File: src/sv/ffha_pkg.sv
// Shared types, constants and helpers of the first-fit heap allocator.
package ffha_pkg;

    localparam int SEG_NUM     = 64;
    localparam int BLOCK_BYTES = 64;   // power of two
    localparam int HDR_BYTES   = 24;
    localparam int CNT_W       = $clog2(SEG_NUM + 1);

    localparam logic [1:0] FN_ALLOC = 2'd0;
    localparam logic [1:0] FN_FREE  = 2'd1;
    localparam logic [1:0] FN_INIT  = 2'd2;

    localparam logic [2:0] ST_OK         = 3'd0;
    localparam logic [2:0] ST_NO_FIT     = 3'd1;
    localparam logic [2:0] ST_NOTHING    = 3'd2;
    localparam logic [2:0] ST_BAD_PTR    = 3'd3;
    localparam logic [2:0] ST_BELOW      = 3'd4;
    localparam logic [2:0] ST_TABLE_FULL = 3'd5;
    localparam logic [2:0] ST_NOT_ALLOC  = 3'd6;

    typedef struct packed {
        logic        valid;
        logic        first;   // marks the lowest segment of the list
        logic        used;
        logic [31:0] start;
        logic [31:0] size;
    } t_seg;

    typedef struct packed {
        logic load;
        t_seg seg;
    } t_init;

    localparam t_seg SEG_NONE = '{valid: 1'b0, first: 1'b0, used: 1'b0,
                                  start: 32'd0, size: 32'd0};

    // a's payload ends exactly where b's header starts
    function automatic logic seg_adj(t_seg a, t_seg b);
        logic [32:0] a_end;
        a_end = {1'b0, a.start} + 33'(HDR_BYTES) + {1'b0, a.size};
        return a_end == {1'b0, b.start};
    endfunction

endpackage

File: src/sv/ffha_cell.sv
// One segment cell of the circulating segment chain.
module ffha_cell
    import ffha_pkg::*;
(
    input  logic  i_clk,
    input  logic  i_rst_n,
    input  t_init i_init,
    input  t_seg  i_next,
    output t_seg  o_seg
);

    t_seg r_seg;

    always_ff @(posedge i_clk) begin
        if (!i_rst_n) begin
            r_seg.valid <= 1'b0;
        end else if (i_init.load) begin
            r_seg <= i_init.seg;
        end else begin
            r_seg <= i_next;
        end
    end

    assign o_seg = r_seg;

endmodule

File: config.mk
export PLATFORM = sky130hd
export DESIGN_NAME = ffha_cell
export DESIGN_NICKNAME = d
export VERILOG_FILES = /design/src/sv/ffha_pkg.sv /design/src/sv/ffha_cell.sv
export SDC_FILE = /design/constraint.sdc
export NUM_CORES = 1
export LEC_CHECK = 0
export BUFFER_PORTS_ARGS = -buffer_cell sky130_fd_sc_hd__buf_2
export CAP_MARGIN = 5
export CELL_PAD_IN_SITES_DETAIL_PLACEMENT = 0
export CELL_PAD_IN_SITES_GLOBAL_PLACEMENT = 2
export CORE_ASPECT_RATIO = 0.8
export CORE_MARGIN = 2
export CORE_UTILIZATION = 23
export CTS_CLUSTER_SIZE = 16
export DETAILED_ROUTE_END_ITERATION = 8
export PLACE_DENSITY_LB_ADDON = 0.1
export SLEW_MARGIN = 20
export SYNTH_ARGS = -nofsm -noshare
export SYNTH_HDL_FRONTEND = slang
export SYNTH_SLANG_ARGS = --single-unit
File: constraint.sdc
create_clock -name i_clk -period 1.2 [get_ports i_clk]
set_clock_uncertainty 0.1 [all_clocks]
set_input_delay 0.24 -clock i_clk [delete_from_list [all_inputs] [get_ports i_clk]]
set_output_delay 0.24 -clock i_clk [all_outputs]
set_load 0.01 [all_outputs]
# Word-level counts from Yosys, hierarchy flattened
# Cells that the tools add are included.
[word_totals]
ff_bits = 67
elab_cells = 6
in_bits = 137
output_inout_bits = 67
[op_classes]
n_mux = 1
[op_table]
columns = ["operator", "count"]
rows = [
  ["$mux 67", 1],
]

# Depth between registers and ports, before layout
[logic_depth]
word_depth = 1
mapped_depth = 3
ltp_nobuf = 2

# Worst setup path before layout
# No wires, ideal clock.
[synth_timing]
path_type = "input -> register"
start = "in i_init[67] in the netlist's numbering"
end = "reg r_seg (netlist bit o_seg[34]), data pin"
setup_time_ns = 0.260
stages = 3
n_path_buf = 2
arrival_time_ns = 0.866
required_ns = 0.840
slack_ns = -0.027
path_cell_list = "buf_4 > buf_6 > mux2_4"
[synth_between]
elab_chain_cells = 1
[synth_rtl]
columns = ["item", "line_no", "rtl"]
rows = [
  ["start: declaration", "ffha_cell.sv:7", "input t_init i_init,"],
  ["$mux 67", "ffha_cell.sv:17", "end else if (i_init.load) begin"],
  ["end signal: assignment", "ffha_cell.sv:18", "r_seg <= i_init.seg;"],
  ["end signal: assignment", "ffha_cell.sv:20", "r_seg <= i_next;"],
  ["end: declaration", "ffha_cell.sv:12", "t_seg r_seg;"],
]
# Every way passes these cells.
# A chain may end at the register's enable or synchronous reset.

# Worst setup path after layout
[layout_timing]
start = "reg r_seg (netlist bit o_seg[24])"
end = "out o_seg[24] in the netlist's numbering"
[layout_rtl]
columns = ["item", "line_no", "rtl"]
rows = [
  ["end: declaration", "ffha_cell.sv:9", "output t_seg o_seg"],
]
# No word-level cell between the ends.

==> run_summary.xml <==
<?xml version="1.0" encoding="UTF-8"?>
<metrics>
  <group name="clock_tree">
    <metric name="clockBufferDepth" unit="">2</metric>
    <metric name="htreeDepth" unit="">3</metric>
    <metric name="cts_root_buffer" unit="">clkbuf_16</metric>
    <metric name="cts.sink_count" unit="">67</metric>
    <metric name="cts.hold.buffers_added" unit="">0</metric>
    <metric name="post_cts_resize_count" unit="">0</metric>
    <metric name="cts_inserted_buffers" unit="">9</metric>
    <metric name="cts_tree" unit="">done</metric>
    <metric name="cts.reportedPaths.clkPinSlew" unit="ns">0.05</metric>
  </group>
  <group name="placement">
    <metric name="dp_worst_setup_slack" unit="ns">-0.127</metric>
    <metric name="io_buffer_count" unit="">203</metric>
    <metric name="dpl_cell_area" unit="sq um">4190</metric>
    <metric name="place.detailed.instances" unit="">514</metric>
    <metric name="place_hpwl" unit="um">5760</metric>
    <metric name="gp_congestion" unit="">0.711</metric>
  </group>
  <group name="timing">
    <metric name="final_worst_slack" unit="ns">0.0121</metric>
    <metric name="setup_tns" unit="ns">0</metric>
    <metric name="worst_slew_margin_rel" unit="%">87.2</metric>
    <metric name="timing_hold_violations_final" unit="">0</metric>
    <metric name="final_period_minus_worst_setup_slack" unit="ns">1.19</metric>
    <metric name="rsz0062_at_grt" unit="">yes</metric>
    <metric name="timing.final.max_slew_violations" unit="">0</metric>
    <metric name="maxClockFrequency" unit="MHz">842</metric>
    <metric name="layout_worst_path_cycle_share" unit="%">99.0</metric>
    <metric name="timing.hold.ws" unit="ns">0.0794</metric>
    <metric name="worst_pin_slew" unit="ns">0.193</metric>
    <metric name="setup_violations" unit="">0</metric>
  </group>
  <group name="cells_and_area">
    <metric name="final_net_count" unit="">491</metric>
    <metric name="final_cell_mix" unit="">202 x buf_2, 66 x edfxtp_1, 36 x mux2_2, 30 x mux2_4, 9 x clkbuf_16</metric>
    <metric name="total_inserted_antenna_cells" unit="">0</metric>
    <metric name="synthToLayoutAreaGrowth" unit="%">51.8</metric>
    <metric name="layoutNonFillerInstCount" unit="">530</metric>
    <metric name="largest_register_ffs" unit="">67</metric>
    <metric name="fin_area" unit="sq um">4450</metric>
    <metric name="mostFrequentLayoutCell" unit="">buf_2</metric>
    <metric name="utilization" unit="%">36.2</metric>
    <metric name="share_of_post_route_cells_with_drive_strength_above_1" unit="%">79.4</metric>
  </group>
  <group name="setup_path">
    <metric name="cp_endpoint_kind" unit="">output port</metric>
    <metric name="worst_path_cell_chain" unit="">buf_2</metric>
    <metric name="required" unit="ns">0.86</metric>
    <metric name="cpLargestDelayFamily" unit="">flip-flops</metric>
    <metric name="critical_path_depth" unit="">1</metric>
    <metric name="critical_path.startpoint_type" unit="">register</metric>
    <metric name="critical_path.max_fanout" unit="">1</metric>
    <metric name="critical_path.slowest_cell" unit="">edfxtp_1</metric>
    <metric name="worstPathArrival" unit="ns">0.85</metric>
    <metric name="timing.critical_path.buf_inv" unit="">1</metric>
    <metric name="setup.worst_path.class" unit="">register to output port</metric>
    <metric name="critPathMaxStageDelay" unit="ns">0.37</metric>
  </group>
  <group name="route">
    <metric name="drtIter0Drc" unit="">67</metric>
    <metric name="detailed_router_iteration_count_before_antenna_repair" unit="">4</metric>
    <metric name="dr_wl_met2" unit="um">3370</metric>
    <metric name="detailroute.wirelength.met3" unit="um">979</metric>
    <metric name="drc_errors" unit="">0</metric>
    <metric name="drt_wl_total" unit="um">7330</metric>
    <metric name="detail_route.vias_per_cell" unit="">3.82</metric>
    <metric name="top_layer_used" unit="">met4</metric>
    <metric name="drt-met1-wl" unit="um">2830</metric>
    <metric name="route.vias.total" unit="">2026</metric>
    <metric name="drtAntennaViolNets" unit="">0</metric>
    <metric name="wl_per_cell" unit="um">13.8</metric>
  </group>
  <group name="min_path">
    <metric name="whs_path_depth" unit="">3</metric>
    <metric name="timing.hold.worst.class" unit="">input port to register</metric>
  </group>
  <group name="floorplanning">
    <metric name="design.core.area" unit="sq um">12300</metric>
    <metric name="die_area" unit="sq um">13700</metric>
    <metric name="die_x" unit="um">130</metric>
    <metric name="row_count" unit="">36</metric>
    <metric name="start_util" unit="%">23.8</metric>
    <metric name="floorplan.die.height" unit="um">105</metric>
    <metric name="top_level_ports" unit="">204</metric>
  </group>
  <group name="logic_synthesis">
    <metric name="postSynthCellCount" unit="">142</metric>
    <metric name="synth_area" unit="sq um">2930</metric>
    <metric name="mappedNetlistNets" unit="">279</metric>
    <metric name="syn_area_per_cell" unit="sq um">20.6</metric>
    <metric name="synth.ff_latch_count" unit="">67</metric>
    <metric name="synth.distinct_cells" unit="">9</metric>
    <metric name="ys_seq_area_share" unit="%">68.3</metric>
    <metric name="ys.warnings.count" unit="">0</metric>
  </group>
  <group name="outcome">
    <metric name="outcome" unit="">finished, final reports clean</metric>
  </group>
  <group name="grt">
    <metric name="antenna_found_initial" unit="">0</metric>
    <metric name="final_global_route_overflow_total" unit="">0</metric>
    <metric name="track_usage" unit="%">10.3</metric>
    <metric name="first_global_vias" unit="">1958</metric>
    <metric name="grt_pass1_wl" unit="um">10300</metric>
    <metric name="maximum_number_of_pins_on_one_net_before_global_route_repair" unit="">35</metric>
  </group>
  <group name="pwr">
    <metric name="powerDensity" unit="nW/um^2">1360</metric>
    <metric name="ir_drop" unit="mV">0.599</metric>
    <metric name="power.total" unit="mW">6.06</metric>
    <metric name="p_leak" unit="nW">2.02</metric>
  </group>
  <group name="flow_run">
    <metric name="maxCapViolations" unit="">0</metric>
  </group>
</metrics>
## final timing paths
| kind | startpoint | endpoint | slack [ns] |
|---|---|---|---|
| min | i_next[66] | o_seg[66]$_SDFF_PN0_ | 0.08 |
| max | o_seg[24]$_DFFE_PP_ | o_seg[24] | 0.01 |
## layout make-up
| cell class | instances | area (sq um) |
|---|---|---|
| fill | 1267 | 7850 |
| sequential | 67 | 2000 |
| clock buffer | 12 | 236 |
| tap | 171 | 214 |
| timing repair buffer | 208 | 1110 |
| multi-input combinational | 68 | 872 |
| clock inverter | 4 | 17.5 |
## cell usage after synthesis
library cell	number	area, sq um
edfxtp_1	66	1980
mux2_2	36	405
mux2_4	30	450
buf_2	3	15.0
buf_6	3	33.8
buf_4	1	7.51
dfxtp_1	1	20.0
mux2i_1	1	10.0
nor2b_1	1	6.26
## cells by family after synthesis
| kind of cell | Yosys count | share of synthesized area, % |
|---|---|---|
| buf+inv | 7 | 1.92 |
| flops | 67 | 68.3 |
| mux | 67 | 29.5 |
| simple gates | 1 | 0.214 |
## tightest hold or removal path, cell delays in order
cell and delay, ns:
buf_2 0.07, mux2i_1 0.06, nor2b_1 0.10
## per-layer routing
layer  vias up  GRT usage (%)
li1        984              -
met1       912           10.9
met2       120           16.3
met3        10           6.25
met4         0           4.69
met5         -              0
## where the power goes
| part | internal [mW] | switching (mW) | total [mW] |
|---|---|---|---|
| Clock | 1.38 | 0.899 | 2.28 |
| Sequential | 2.83 | 0.0439 | 2.87 |
| Combinational | 0.521 | 0.394 | 0.915 |
## what timing repair did
action,CTS,global route
endpoints found under the hold margin,0,0
setup buffers,0,0
pin swaps,0,0
setup endpoints to repair,5,42
Note: power is estimated with default switching activity, not from simulation.
